File: src/rtl/itp_pkg.sv
// ----------------------------------------------------------------------------
// itp_pkg
// Shared types, character codes and precedence lookup for the infix to
// postfix converter.
// ----------------------------------------------------------------------------
package itp_pkg;

   localparam int DEFAULT_STACK_DEPTH = 32;

   localparam logic [7:0] CH_POW   = 8'h5E;
   localparam logic [7:0] CH_MUL   = 8'h2A;
   localparam logic [7:0] CH_DIV   = 8'h2F;
   localparam logic [7:0] CH_MOD   = 8'h25;
   localparam logic [7:0] CH_ADD   = 8'h2B;
   localparam logic [7:0] CH_SUB   = 8'h2D;
   localparam logic [7:0] CH_OPEN  = 8'h28;
   localparam logic [7:0] CH_CLOSE = 8'h29;

   localparam logic [2:0] PREC_NONE   = 3'd0;
   localparam logic [2:0] PREC_ADDSUB = 3'd1;
   localparam logic [2:0] PREC_MOD    = 3'd2;
   localparam logic [2:0] PREC_MULDIV = 3'd3;
   localparam logic [2:0] PREC_POW    = 3'd4;

   typedef enum logic [1:0] {
      ERR_NONE,
      ERR_OVERFLOW,
      ERR_UNMATCHED_CLOSE,
      ERR_UNMATCHED_OPEN
   } err_type;

   typedef enum logic [1:0] {
      KIND_OPERAND,
      KIND_OPERATOR,
      KIND_OPEN,
      KIND_CLOSE
   } kind_type;

   typedef enum logic [1:0] {
      ST_IDLE,
      ST_EXEC,
      ST_FLUSH,
      ST_DONE
   } state_type;

   typedef struct packed {
      logic [7:0] symbol;
      kind_type   kind;
      logic [2:0] prec;
      logic       eoe;
   } token_type;

   typedef struct packed {
      logic [7:0] postfix_char;
      logic       has_char;
      logic       last;
      err_type    error_code;
   } rsp_type;

   function automatic logic [2:0] prec_of(input logic [7:0] c);
      logic [2:0] p;
      case (c)
         CH_POW:                   p = PREC_POW;
         CH_MUL, CH_DIV:           p = PREC_MULDIV;
         CH_MOD:                   p = PREC_MOD;
         CH_ADD, CH_SUB:           p = PREC_ADDSUB;
         default:                  p = PREC_NONE;
      endcase
      return p;
   endfunction

endpackage

File: src/rtl/infix_to_postfix_converter.sv
// ----------------------------------------------------------------------------
// infix_to_postfix_converter
// Shunting-yard conversion of a single-character token stream to postfix.
//
//   channel  | handshake          | fields
//   ---------+--------------------+-------------------------------------------
//   token    | push / full        | req_symbol, req_end_of_expression
//   result   | empty / pop        | rsp_postfix_char, rsp_has_char,
//            |                    | rsp_last_of_expression, rsp_error_code
//
// An operand is taken from the input queue and then echoed. An operator or ')'
// is taken and then pops and emits stacked operators in turn; an end mark then
// flushes each remaining entry and closes the expression. The operator stack
// memory has a single read port.
// Reset is synchronous and clears the stack, both queues and the engine; no
// clearing pass. Either side may stall freely: two-entry queues decouple them.
// ----------------------------------------------------------------------------
module infix_to_postfix_converter
   import itp_pkg::*;
#(
   parameter int STACK_DEPTH = DEFAULT_STACK_DEPTH
)(
   input  logic       clock,
   input  logic       reset,
   input  logic       push,
   output logic       full,
   input  logic [7:0] req_symbol,
   input  logic       req_end_of_expression,
   output logic       empty,
   input  logic       pop,
   output logic [7:0] rsp_postfix_char,
   output logic       rsp_has_char,
   output logic       rsp_last_of_expression,
   output logic [1:0] rsp_error_code
);

   logic      tok_valid, tok_take;
   token_type tok;
   logic      rsp_push, rsp_full;
   rsp_type   rsp_wr, rsp_rd;

   itp_front u_front (
      .clock             (clock),
      .reset             (reset),
      .push              (push),
      .full              (full),
      .symbol            (req_symbol),
      .end_of_expression (req_end_of_expression),
      .tok_valid         (tok_valid),
      .tok               (tok),
      .tok_take          (tok_take)
   );

   itp_exec #(
      .STACK_DEPTH (STACK_DEPTH)
   ) u_exec (
      .clock     (clock),
      .reset     (reset),
      .tok_valid (tok_valid),
      .tok       (tok),
      .tok_take  (tok_take),
      .rsp_push  (rsp_push),
      .rsp_data  (rsp_wr),
      .rsp_full  (rsp_full)
   );

   itp_rsp_fifo u_rsp_fifo (
      .clock   (clock),
      .reset   (reset),
      .wr_en   (rsp_push),
      .wr_data (rsp_wr),
      .full    (rsp_full),
      .empty   (empty),
      .pop     (pop),
      .rd_data (rsp_rd)
   );

   assign rsp_postfix_char       = rsp_rd.postfix_char;
   assign rsp_has_char           = rsp_rd.has_char;
   assign rsp_last_of_expression = rsp_rd.last;
   assign rsp_error_code         = rsp_rd.error_code;

endmodule

File: src/rtl/itp_front.sv
// ----------------------------------------------------------------------------
// itp_front
// Accepts tokens, classifies them and holds them in a two-entry queue
// for the execution unit.
// ----------------------------------------------------------------------------
module itp_front
   import itp_pkg::*;
(
   input  logic       clock,
   input  logic       reset,
   input  logic       push,
   output logic       full,
   input  logic [7:0] symbol,
   input  logic       end_of_expression,
   output logic       tok_valid,
   output token_type  tok,
   input  logic       tok_take
);

   token_type  q_ff [2];
   logic       wr_ptr_ff, wr_ptr_in;
   logic       rd_ptr_ff, rd_ptr_in;
   logic [1:0] count_ff, count_in;
   token_type  tok_in;
   logic       accept, take;

   always_comb begin
      tok_in.symbol = symbol;
      tok_in.eoe    = end_of_expression;
      tok_in.prec   = prec_of(symbol);
      if (tok_in.prec != PREC_NONE) begin
         tok_in.kind = KIND_OPERATOR;
      end else if (symbol == CH_OPEN) begin
         tok_in.kind = KIND_OPEN;
      end else if (symbol == CH_CLOSE) begin
         tok_in.kind = KIND_CLOSE;
      end else begin
         tok_in.kind = KIND_OPERAND;
      end
   end

   assign full      = (count_ff == 2'd2);
   assign tok_valid = (count_ff != 2'd0);
   assign tok       = q_ff[rd_ptr_ff];
   assign accept    = push && !full;
   assign take      = tok_take && tok_valid;

   always_comb begin
      wr_ptr_in = accept ? !wr_ptr_ff : wr_ptr_ff;
      rd_ptr_in = take ? !rd_ptr_ff : rd_ptr_ff;
      count_in  = count_ff + {1'b0, accept} - {1'b0, take};
   end

   always_ff @(posedge clock) begin
      if (reset) begin
         wr_ptr_ff <= 1'b0;
         rd_ptr_ff <= 1'b0;
         count_ff  <= 2'd0;
      end else begin
         wr_ptr_ff <= wr_ptr_in;
         rd_ptr_ff <= rd_ptr_in;
         count_ff  <= count_in;
      end
   end

   always_ff @(posedge clock) begin
      if (accept) begin
         q_ff[wr_ptr_ff] <= tok_in;
      end
   end

endmodule

File: src/rtl/itp_exec.sv
// ----------------------------------------------------------------------------
// itp_exec
// Operator stack engine: pops, pushes and flushes; it takes a new token only once the current one is finished.
// The final result of an end-marked expression is held back one place so
// that it can be flagged.
// ----------------------------------------------------------------------------
module itp_exec
   import itp_pkg::*;
#(
   parameter int STACK_DEPTH = DEFAULT_STACK_DEPTH
)(
   input  logic      clock,
   input  logic      reset,
   input  logic      tok_valid,
   input  token_type tok,
   output logic      tok_take,
   output logic      rsp_push,
   output rsp_type   rsp_data,
   input  logic      rsp_full
);

   localparam int AW = $clog2(STACK_DEPTH);
   localparam int CW = $clog2(STACK_DEPTH + 1);

   state_type        state_ff, state_in;
   token_type        cur_ff, cur_in;
   logic [CW-1:0]    count_ff, count_in;
   logic             open_ff, open_in;
   logic             pend_valid_ff, pend_valid_in;
   rsp_type          pend_ff, pend_in;
   logic [7:0]       mem [STACK_DEPTH];
   logic [7:0]       rd_data_ff;
   logic [7:0]       fwd_data_ff;
   logic             fwd_sel_ff;
   logic [AW-1:0]    rd_addr;
   logic [7:0]       top;
   logic [2:0]       top_prec;
   logic             top_open;
   logic             stack_empty, stack_full;
   logic             emit, emit_ok, done_push;
   logic             push_en, pop_en;
   rsp_type          emit_data;
   state_type        next_after;

   assign top         = fwd_sel_ff ? fwd_data_ff : rd_data_ff;
   assign top_prec    = prec_of(top);
   assign top_open    = (top == CH_OPEN);
   assign stack_empty = (count_ff == '0);
   assign stack_full  = (count_ff == CW'(STACK_DEPTH));
   assign emit_ok     = cur_ff.eoe ? (!pend_valid_ff || !rsp_full) : !rsp_full;
   assign next_after  = cur_ff.eoe ? ST_FLUSH : ST_IDLE;

   always_comb begin
      state_in  = state_ff;
      cur_in    = cur_ff;
      open_in   = open_ff;
      tok_take  = 1'b0;
      emit      = 1'b0;
      done_push = 1'b0;
      push_en   = 1'b0;
      pop_en    = 1'b0;
      emit_data = '0;
      emit_data.error_code = ERR_NONE;

      case (state_ff)
         ST_IDLE: begin
            if (tok_valid) begin
               tok_take = 1'b1;
               cur_in   = tok;
               state_in = ST_EXEC;
            end
         end
         ST_EXEC: begin
            case (cur_ff.kind)
               KIND_OPERAND: begin
                  emit                   = 1'b1;
                  emit_data.postfix_char = cur_ff.symbol;
                  emit_data.has_char     = 1'b1;
                  if (emit_ok) state_in = next_after;
               end
               KIND_OPERATOR, KIND_OPEN: begin
                  if (cur_ff.kind == KIND_OPERATOR && !stack_empty &&
                      top_prec >= cur_ff.prec) begin
                     emit                   = 1'b1;
                     emit_data.postfix_char = top;
                     emit_data.has_char     = 1'b1;
                     pop_en                 = emit_ok;
                  end else if (!stack_full) begin
                     push_en  = 1'b1;
                     state_in = next_after;
                  end else begin
                     emit                 = 1'b1;
                     emit_data.error_code = ERR_OVERFLOW;
                     if (emit_ok) state_in = next_after;
                  end
               end
               KIND_CLOSE: begin
                  if (stack_empty) begin
                     emit                 = 1'b1;
                     emit_data.error_code = ERR_UNMATCHED_CLOSE;
                     if (emit_ok) state_in = next_after;
                  end else if (top_open) begin
                     pop_en   = 1'b1;
                     state_in = next_after;
                  end else begin
                     emit                   = 1'b1;
                     emit_data.postfix_char = top;
                     emit_data.has_char     = 1'b1;
                     pop_en                 = emit_ok;
                  end
               end
               default: state_in = ST_IDLE;
            endcase
         end
         ST_FLUSH: begin
            if (!stack_empty) begin
               if (top_open) begin
                  pop_en  = 1'b1;
                  open_in = 1'b1;
               end else begin
                  emit                   = 1'b1;
                  emit_data.postfix_char = top;
                  emit_data.has_char     = 1'b1;
                  pop_en                 = emit_ok;
               end
            end else if (open_ff) begin
               emit                 = 1'b1;
               emit_data.error_code = ERR_UNMATCHED_OPEN;
               if (emit_ok) begin
                  open_in  = 1'b0;
                  state_in = ST_DONE;
               end
            end else begin
               state_in = ST_DONE;
            end
         end
         ST_DONE: begin
            done_push = 1'b1;
            if (!rsp_full) state_in = ST_IDLE;
         end
         default: state_in = ST_IDLE;
      endcase
   end

   // result path: direct for ordinary tokens, through the hold slot on end
   always_comb begin
      rsp_push      = 1'b0;
      rsp_data      = pend_ff;
      pend_in       = pend_ff;
      pend_valid_in = pend_valid_ff;
      if (done_push) begin
         rsp_push = !rsp_full;
         if (!pend_valid_ff) begin
            rsp_data            = '0;
            rsp_data.error_code = ERR_NONE;
         end
         rsp_data.last = 1'b1;
         if (!rsp_full) pend_valid_in = 1'b0;
      end else if (emit) begin
         if (!cur_ff.eoe) begin
            rsp_push = !rsp_full;
            rsp_data = emit_data;
         end else if (emit_ok) begin
            rsp_push      = pend_valid_ff;
            pend_in       = emit_data;
            pend_valid_in = 1'b1;
         end
      end
   end

   always_comb begin
      if (push_en) begin
         count_in = count_ff + CW'(1);
      end else if (pop_en) begin
         count_in = count_ff - CW'(1);
      end else begin
         count_in = count_ff;
      end
      rd_addr = (count_in == '0) ? '0 : AW'(count_in - CW'(1));
   end

   always_ff @(posedge clock) begin
      if (reset) begin
         state_ff      <= ST_IDLE;
         count_ff      <= '0;
         open_ff       <= 1'b0;
         pend_valid_ff <= 1'b0;
         fwd_sel_ff    <= 1'b0;
      end else begin
         state_ff      <= state_in;
         count_ff      <= count_in;
         open_ff       <= open_in;
         pend_valid_ff <= pend_valid_in;
         fwd_sel_ff    <= push_en;
      end
   end

   always_ff @(posedge clock) begin
      cur_ff  <= cur_in;
      pend_ff <= pend_in;
   end

   always_ff @(posedge clock) begin
      if (push_en) begin
         mem[count_ff[AW-1:0]] <= cur_ff.symbol;
      end
      rd_data_ff  <= mem[rd_addr];
      fwd_data_ff <= cur_ff.symbol;
   end

   a_count_bound: assert property (@(posedge clock) disable iff (reset)
      count_ff <= CW'(STACK_DEPTH))
      else $error("stack count beyond depth");

   a_no_push_when_full: assert property (@(posedge clock) disable iff (reset)
      rsp_push |-> !rsp_full)
      else $error("result transfer into a full queue");

   a_error_has_no_char: assert property (@(posedge clock) disable iff (reset)
      (rsp_push && rsp_data.error_code != ERR_NONE) |-> !rsp_data.has_char)
      else $error("error result carries a character");

   a_last_only_at_done: assert property (@(posedge clock) disable iff (reset)
      (rsp_push && rsp_data.last) |-> (state_ff == ST_DONE))
      else $error("last flag outside end of expression");

   a_done_clears_hold: assert property (@(posedge clock) disable iff (reset)
      (state_ff == ST_DONE && !rsp_full) |=> (!pend_valid_ff && state_ff == ST_IDLE))
      else $error("hold slot not released at end of expression");

endmodule

File: src/rtl/itp_rsp_fifo.sv
// ----------------------------------------------------------------------------
// itp_rsp_fifo
// Two-entry result queue between the stack engine and the result port.
// ----------------------------------------------------------------------------
module itp_rsp_fifo
   import itp_pkg::*;
(
   input  logic    clock,
   input  logic    reset,
   input  logic    wr_en,
   input  rsp_type wr_data,
   output logic    full,
   output logic    empty,
   input  logic    pop,
   output rsp_type rd_data
);

   rsp_type    q_ff [2];
   logic       wr_ptr_ff, wr_ptr_in;
   logic       rd_ptr_ff, rd_ptr_in;
   logic [1:0] count_ff, count_in;
   logic       do_wr, do_rd;

   assign full    = (count_ff == 2'd2);
   assign empty   = (count_ff == 2'd0);
   assign rd_data = q_ff[rd_ptr_ff];
   assign do_wr   = wr_en && !full;
   assign do_rd   = pop && !empty;

   always_comb begin
      wr_ptr_in = do_wr ? !wr_ptr_ff : wr_ptr_ff;
      rd_ptr_in = do_rd ? !rd_ptr_ff : rd_ptr_ff;
      count_in  = count_ff + {1'b0, do_wr} - {1'b0, do_rd};
   end

   always_ff @(posedge clock) begin
      if (reset) begin
         wr_ptr_ff <= 1'b0;
         rd_ptr_ff <= 1'b0;
         count_ff  <= 2'd0;
      end else begin
         wr_ptr_ff <= wr_ptr_in;
         rd_ptr_ff <= rd_ptr_in;
         count_ff  <= count_in;
      end
   end

   always_ff @(posedge clock) begin
      if (do_wr) begin
         q_ff[wr_ptr_ff] <= wr_data;
      end
   end

endmodule
File: config.mk
export PLATFORM = sky130hd
export DESIGN_NAME = infix_to_postfix_converter
export DESIGN_NICKNAME = d
export VERILOG_FILES = /design/src/rtl/itp_pkg.sv /design/src/rtl/infix_to_postfix_converter.sv /design/src/rtl/itp_front.sv /design/src/rtl/itp_exec.sv /design/src/rtl/itp_rsp_fifo.sv
export SDC_FILE = /design/constraint.sdc
export NUM_CORES = 1
export LEC_CHECK = 0
export BUFFER_PORTS_ARGS = -buffer_cell sky130_fd_sc_hd__clkbuf_2
export CORE_MARGIN = 2
export CORE_UTILIZATION = 50
export CTS_BUF_LIST = sky130_fd_sc_hd__clkbuf_4
export DETAILED_ROUTE_END_ITERATION = 16
export GPL_TIMING_DRIVEN = 0
export PLACE_DENSITY = 0.68
export SYNTH_ARGS = -nofsm -noshare
export SYNTH_HDL_FRONTEND = slang
export SYNTH_SLANG_ARGS = --single-unit
File: constraint.sdc
create_clock -name clock -period 5.29 [get_ports clock]
set_clock_uncertainty 0.15 [all_clocks]
set_input_delay 0.529 -clock clock [delete_from_list [all_inputs] [get_ports clock]]
set_output_delay 0.529 -clock clock [all_outputs]
set_load 0.005 [all_outputs]
==> results.py, run 1 <==
metrics = {
    "grt": {
        "grt_start_max_net_pins": 35,
        "first_global_vias": 12800,
        "overall_routing_resource_usage": 0.281,
        "grt_antenna_before_repair": 2,
        "grt_first_pass_wirelength_mm": 76.0,
        "gr-total-overflow": 0,
    },
    "place": {
        "dp_worst_setup_slack_ps": -1620,
        "placement.cell_area_um2": 18200,
        "finalWeightedCongestion": 0.942,
        "placedCellCount": 1829,
        "buffer_ports.inserted": 25,
        "dp_hpwl_mm": 33.4,
    },
    "synth": {
        "netlist_area_um2": 17300,
        "ys_seq_area_frac": 0.620,
        "synth_top_cell_area_share": 0.578,
        "yosys_warnings": 0,
        "synth.top_cells.by_count": "sky130_fd_sc_hd__edfxtp_1, sky130_fd_sc_hd__nor2_1, sky130_fd_sc_hd__o21ai_0",
        "asyncSetResetFlopFracSynth": 0,
        "count_of_cell_types_in_the_netlist": 101,
        "synth-main-ff-cell": "sky130_fd_sc_hd__edfxtp_1",
        "syn_inst": 1344,
        "yosys-top-cells-area": "sky130_fd_sc_hd__edfxtp_1, sky130_fd_sc_hd__dfxtp_1, sky130_fd_sc_hd__mux2i_1",
        "synth.most_common_cell": "sky130_fd_sc_hd__edfxtp_1",
        "syn-mean-instance-area_um2": 12.9,
        "synth_fp_nets": 1378,
        "synth_enable_flop_cells": 333,
        "synth.largest_area_cell": "sky130_fd_sc_hd__edfxtp_1",
        "ys_seq_elements": 369,
    },
    "floorplanning": {
        "floorplan.rows": 68,
        "design.core.area_um2": 34300,
        "chipHeight_um": 190,
        "fp.dieW_um": 190,
        "top_level_ports": 27,
        "die_area_um2": 36100,
        "starting_density_of_the_core": 0.504,
    },
    "finish": {
        "fraction_of_final_layout_cells_sized_beyond_drive_strength_1": 0.304,
        "postLayoutCellArea_um2": 21000,
        "num-nets-final": 1559,
        "nFillCells": 2665,
        "area_of_the_multi_input_gates_um2": 6940,
        "sequential_cell_area_um2": 10700,
        "syn_to_final_growth_pct": 21.6,
        "layoutNonFillerInstCount": 2053,
        "utilization": 0.613,
    },
    "setup_path": {
        "critPathRequiredTime_ps": 5790,
        "worstPathMaxFanout": 6,
        "start_kind": "flip-flop",
        "critical_path.endpoint_type": "flip-flop",
        "cp.arrival_ps": 6170,
        "critical_path_class": "flip-flop to flip-flop",
    },
    "timing": {
        "worst-slew-pin-transition_ps": 1360,
        "final-setup-viol-count": 8,
        "relSlewSlack": 0.0945,
        "max_freq_ghz": 0.176,
        "min_period_over_period": 1.07,
        "finalWorstSetupSlack_ps": -381,
        "hold_viol_final": 0,
        "post-route-min-period_ps": 5670,
        "slew_viol_final": 0,
        "rsz_0062_raised_after_global_routing": "true",
    },
    "clock_network": {
        "cts_buffers": 94,
        "htreeDepth": 3,
        "cts.root.buffer_cell": "sky130_fd_sc_hd__clkbuf_4",
        "cts_buffer_depth": 3,
        "cts.sinks": 369,
        "worstSkewPairLatency_ps": 760,
        "clock_transition_time_at_the_flip_flop_clock_pins_of_the_worst_setup_and_hold_paths_ps": 60,
        "cts_tree": "yes",
    },
    "route": {
        "drt_first_iter_violations": 1627,
        "route.detailed.drc": 0,
        "routed-via-count": 12900,
        "route.detailed.vias_per_inst": 6.29,
        "post_drt_antenna_nets": 0,
        "drt_first_pass_iters": 5,
        "wl_mm": 50.3,
        "drt-wirelength-per-cell_um": 24.5,
    },
    "worst_hold_path": {
        "min_path_type": "input port to flip-flop",
    },
    "outcome": {
        "run_status": "complete, but fails checks",
        "failed_checks": "negative setup slack",
    },
    "run": {
        "timing.max_cap.violations": 0,
    },
}
-- area by class of cell --
class                   instances  share of cell area
plain buffers                  92              0.0301
repair buffers                 87              0.0403
multi-input cells             854               0.330
clock buffers                 135              0.0482
well taps                     455              0.0271
clock inverters                30             0.00845
diodes                          4            0.000476
inverters                      27             0.00506
flip-flops and latches        369               0.510
-- placed cells by master (no fill, tap or decap), drive strengths merged, types with 7 or more instances in the layout --
cell | Yosys | final
dfxtp | 36 | 36
clkbuf | 38 | 195
and3 | 21 | 21
or2 | 8 | 8
a31oi | 14 | 14
a32oi | 16 | 16
nand2b | 7 | 7
o221ai | 23 | 23
o2111a | 7 | 7
dlygate4sd3 | 0 | 10
mux2i | 42 | 42
buf | 56 | 107
o311ai | 16 | 16
edfxtp | 333 | 333
nor3 | 35 | 35
clkinv | 1 | 25
a2111oi | 9 | 9
or4 | 10 | 10
ha | 21 | 21
nor2b | 12 | 12
a211oi | 31 | 31
a2bb2oi | 8 | 8
nor4 | 27 | 27
a21oi | 33 | 33
nor2 | 94 | 94
or3 | 17 | 17
inv | 26 | 28
and2 | 16 | 16
a311oi | 17 | 17
o22ai | 9 | 9
mux2 | 36 | 36
nand3 | 56 | 56
nand2 | 83 | 83
o21ai | 91 | 91
xnor2 | 7 | 7
nand4 | 10 | 10
o221a | 18 | 18
-- worst paths after layout --
| path | depth (start not counted) | endpoint | slack, ps | start |
|---|---|---|---|---|
| worst min-delay path | 2 | u_rsp_fifo.count_ff[0] | 90 | reset |
| worst max-delay path | 26 | u_exec.rd_data_ff[5] | -380 | u_exec.fwd_sel_ff |
| worst min register to register | 2 | flip-flop | 370 | u_rsp_fifo.rd_ptr_ff |
| worst max register to register | 26 | u_exec.rd_data_ff[5] | -380 | u_exec.fwd_sel_ff |
-- metrics by stage --
stage                     hold slack (ps)  setup TNS (ps)
final                                93.4           -2410
after global routing                 78.6           -3290
after CTS                            54.8           -1290
after detailed placement              354          -12470
after global placement                343          -12410
after floorplan                       321               0
-- metal layers --
metal,vias up,track usage,wire (um)
met5,-,0,0
met3,109,0.0679,4880
li1,5731,-,-
met2,665,0.426,22900
met4,0,0.114,1450
met1,6405,0.390,21000
-- registers in the layout, indices dropped and copies added, names as in the netlist, 2 cells and up, named ones only --
name	flops
u_front.count_ff	2
u_rsp_fifo.q_ff	24
u_exec.count_ff	6
u_exec.mem	256
u_exec.cur_ff	14
u_exec.fwd_data_ff	8
u_exec.pend_ff	11
u_exec.rd_data_ff	8
u_front.q_ff	28
u_rsp_fifo.count_ff	2
-- worst max-delay path: stages (launching register included) --
cell	delay, ps
sky130_fd_sc_hd__dfxtp_2	340
sky130_fd_sc_hd__buf_6	140
sky130_fd_sc_hd__mux2i_4	280
sky130_fd_sc_hd__buf_4	160
sky130_fd_sc_hd__nand2b_4	60
sky130_fd_sc_hd__a211oi_4	280
sky130_fd_sc_hd__ha_2	260
sky130_fd_sc_hd__buf_4	130
sky130_fd_sc_hd__a211oi_4	50
sky130_fd_sc_hd__or4_4	430
sky130_fd_sc_hd__a31o_4	270
sky130_fd_sc_hd__a21oi_4	140
sky130_fd_sc_hd__and2b_2	260
sky130_fd_sc_hd__clkinv_4	80
sky130_fd_sc_hd__ha_4	150
sky130_fd_sc_hd__nor2b_4	160
sky130_fd_sc_hd__o21ai_2	70
sky130_fd_sc_hd__o221ai_2	240
sky130_fd_sc_hd__buf_4	170
sky130_fd_sc_hd__nor2_4	60
sky130_fd_sc_hd__nor4_4	480
sky130_fd_sc_hd__clkbuf_8	290
sky130_fd_sc_hd__buf_6	100
sky130_fd_sc_hd__o21ai_0	90
sky130_fd_sc_hd__a32oi_1	330
sky130_fd_sc_hd__a2bb2oi_2	140
sky130_fd_sc_hd__a211oi_2	300
-- repair_timing --
action | CTS | global route
gates cloned | 3 | 1
endpoints found under the hold margin | 19 | 0
gates resized for setup | 186 | 36
hold buffers | 10 | 0
endpoints found under the setup margin | 8 | 8
setup buffers | 33 | 11
pin swaps | 57 | 33
-- cells by family (layout without fill, tap and decap cells) --
family | count (synthesis) | in the layout | share of synthesized area
flip-flops | 369 | 369 | 0.620
AND/OR/NAND/NOR | 418 | 418 | 0.130
XOR/XNOR | 11 | 11 | 0.00557
other | 0 | 4 | 0
AO/OA/AOI/OAI | 326 | 326 | 0.146
multiplexers | 78 | 78 | 0.0480
adder cells (fa/ha/maj) | 21 | 21 | 0.0152
buffers and inverters | 121 | 371 | 0.0350
Power of run 1 is left out: the tool's default activity adds up to more than one toggle a clock period on the data nets, which glitch-free logic cannot reach.
==> run 2: changes to the inputs <==
ABC_AREA = 1   (was unset)
GPL_TIMING_DRIVEN = 1   (was 0)
==> run 2 against run 1 <==
Compared with the run above: the flow now finishes without violations; synthesized cell count up 22%; final cell count grew 8.5%; non-clock buffer count is 122 lower; first-iteration DRC count fell by 26%; critical path depth increased by 2; global-route usage down 5.4 points; fmax is 18% higher; worst setup slack better by 850 ps; die area is 1.8% lower; utilization is 5.3 points lower.
==> results.py, run 2 <==
metrics = {
    "synth": {
        "asyncSetResetFlopFracSynth": 0,
        "ys_seq_elements": 369,
        "syn-mean-instance-area_um2": 10.4,
        "synth.top_cells.by_count": "sky130_fd_sc_hd__edfxtp_1, sky130_fd_sc_hd__nand2_1, sky130_fd_sc_hd__nand3_1",
        "synth_top_cell_area_share": 0.589,
        "synth_enable_flop_cells": 333,
        "netlist_area_um2": 17000,
        "yosys_warnings": 0,
        "synth.most_common_cell": "sky130_fd_sc_hd__edfxtp_1",
        "syn_inst": 1634,
        "count_of_cell_types_in_the_netlist": 48,
        "synth.largest_area_cell": "sky130_fd_sc_hd__edfxtp_1",
        "synth-main-ff-cell": "sky130_fd_sc_hd__edfxtp_1",
        "ys_seq_area_frac": 0.631,
        "synth_fp_nets": 1668,
        "yosys-top-cells-area": "sky130_fd_sc_hd__edfxtp_1, sky130_fd_sc_hd__nand3_1, sky130_fd_sc_hd__nand2_1",
    },
    "route": {
        "routed-via-count": 11900,
        "drt_first_iter_violations": 1212,
        "post_drt_antenna_nets": 0,
        "drt-wirelength-per-cell_um": 17.8,
        "route.detailed.vias_per_inst": 5.34,
        "route.detailed.drc": 0,
        "drt_first_pass_iters": 5,
        "wl_mm": 39.6,
    },
    "finish": {
        "num-nets-final": 1743,
        "fraction_of_final_layout_cells_sized_beyond_drive_strength_1": 0.140,
        "syn_to_final_growth_pct": 10.4,
        "layoutNonFillerInstCount": 2227,
        "most-common-layout-cells": "sky130_fd_sc_hd__edfxtp_1, sky130_fd_sc_hd__nand2_1, sky130_fd_sc_hd__nand3_1",
        "layout.cells.most_common": "sky130_fd_sc_hd__edfxtp_1",
        "largest_reg_flops": 256,
    },
    "clock_network": {
        "clock_transition_time_at_the_flip_flop_clock_pins_of_the_worst_setup_and_hold_paths_ps": 80,
        "cts.sinks": 369,
        "cts.root.buffer_cell": "sky130_fd_sc_hd__clkbuf_4",
        "cts_setup_buffers": 0,
        "cts_buffers": 94,
        "worstSkewPairLatency_ps": 760,
        "htreeDepth": 3,
        "cts_buffer_depth": 3,
        "cts_tree": "yes",
    },
    "timing": {
        "setup_tns_ps": 0,
        "final-setup-viol-count": 0,
        "rsz_0062_raised_after_global_routing": "false",
        "hold_viol_final": 0,
        "finalHoldWorstSlack_ps": 48.3,
        "min_period_over_period": 0.912,
        "post-route-min-period_ps": 4820,
        "worst-slew-pin-transition_ps": 1230,
        "relSlewSlack": 0.174,
        "slew_viol_final": 0,
        "max_freq_ghz": 0.207,
    },
    "floorplanning": {
        "fp.dieW_um": 188,
        "top_level_ports": 27,
        "floorplan.rows": 67,
        "starting_density_of_the_core": 0.508,
        "die_area_um2": 35400,
        "design.core.area_um2": 33400,
        "chipHeight_um": 188,
    },
    "worst_hold_path": {
        "worstHoldStart": "pop",
        "whs_path_depth": 4,
        "min_path_type": "input port to flip-flop",
        "worstHoldEndpoint": "u_rsp_fifo.rd_ptr_ff",
    },
    "setup_path": {
        "cp.arrival_ps": 5330,
        "cpMostUsedCell": "sky130_fd_sc_hd__nand2_1",
        "r2r_setup_slack_ps": 470,
        "critical_path_class": "flip-flop to flip-flop",
        "rr_worst_depth": 28,
        "cp_slowest_cell": "sky130_fd_sc_hd__dfxtp_1",
        "slowest_delay_ps": 540,
        "worstPathMaxFanout": 86,
        "timing.rr.start": "u_exec.fwd_sel_ff",
        "worst_r2r_endpoint": "u_exec.rd_data_ff[1]",
        "start_kind": "flip-flop",
        "critPathRequiredTime_ps": 5800,
        "critical_path.endpoint_type": "flip-flop",
    },
    "grt": {
        "overall_routing_resource_usage": 0.227,
        "grt_antenna_before_repair": 2,
        "grt_start_max_net_pins": 133,
        "grt_first_pass_wirelength_mm": 63.1,
        "gr-total-overflow": 0,
        "first_global_vias": 11800,
    },
    "outcome": {
        "run_status": "completed",
    },
    "place": {
        "dp_hpwl_mm": 23.3,
        "buffer_ports.inserted": 26,
        "placedCellCount": 2052,
        "finalWeightedCongestion": 0.848,
    },
    "run": {
        "timing.max_cap.violations": 0,
    },
}
run 2: worst max-delay path by stage:
stage | from | slack, ps | endpoint
2_1_floorplan | u_exec.fwd_sel_ff | 1200 | u_exec.rd_data_ff[0]
3_3_place_gp | u_exec.fwd_sel_ff | 430 | u_exec.rd_data_ff[1]
3_5_place_dp | u_exec.fwd_sel_ff | 320 | u_exec.rd_data_ff[1]
6_report | u_exec.fwd_sel_ff | 470 | u_exec.rd_data_ff[1]
4_1_cts | u_exec.fwd_sel_ff | 300 | u_exec.rd_data_ff[3]
5_1_grt | u_exec.fwd_sel_ff | 50 | u_exec.rd_data_ff[1]
run 2: per-layer routing:
metal  wire, um  GRT usage
met1      16700      0.304
met5          0          0
met2      18700      0.354
met4       1140      0.107
met3       3170     0.0516
run 2: per-stage QoR:
stage | utilization | area (um2) | setup slack [ps]
3_3_place_gp | 0.521 | 17400 | 434
2_1_floorplan | - | 17000 | 1200
6_report | 0.560 | 18700 | 467
3_5_place_dp | 0.521 | 17400 | 318
4_1_cts | 0.560 | 18700 | 296
5_1_grt | 0.560 | 18700 | 48.6
run 2: worst max-delay path, delay by kind of cell, from the launching register on:
family / cells / cell delay, ps
adders and majority gates: 2 / 560
buffers and inverters: 4 / 740
DFF: 1 / 540
muxes: 1 / 310
AOI/OAI and AO/OA: 3 / 600
and+or+nand+nor: 18 / 1790
run 2: repair_timing:
| item | CTS | global route |
|---|---|---|
| endpoints found under the hold margin | 20 | 0 |
| resized for setup | 0 | 4 |
| hold buffers | 9 | 0 |
| endpoints found under the setup margin | 0 | 8 |
run 2: logic make-up after synthesis:
logic type	synth area share
XOR/XNOR	0.00302
AO/OA/AOI/OAI	0.0253
multiplexers	0.00855
AND/OR/NAND/NOR	0.230
flip-flops	0.631
buffers and inverters	0.0864
adder cells (fa/ha/maj)	0.0155
run 2: layout make-up:
class / count / area [um2]
fill: 2865 / 14700
sequential: 369 / 10700
multi-input combinational: 927 / 4810
clock buffer: 139 / 1040
inverter: 260 / 988
tap: 448 / 561
timing repair buffer: 57 / 443
clock inverter: 25 / 169
antenna: 2 / 5.00
Power of run 2 is left out for the same reason.
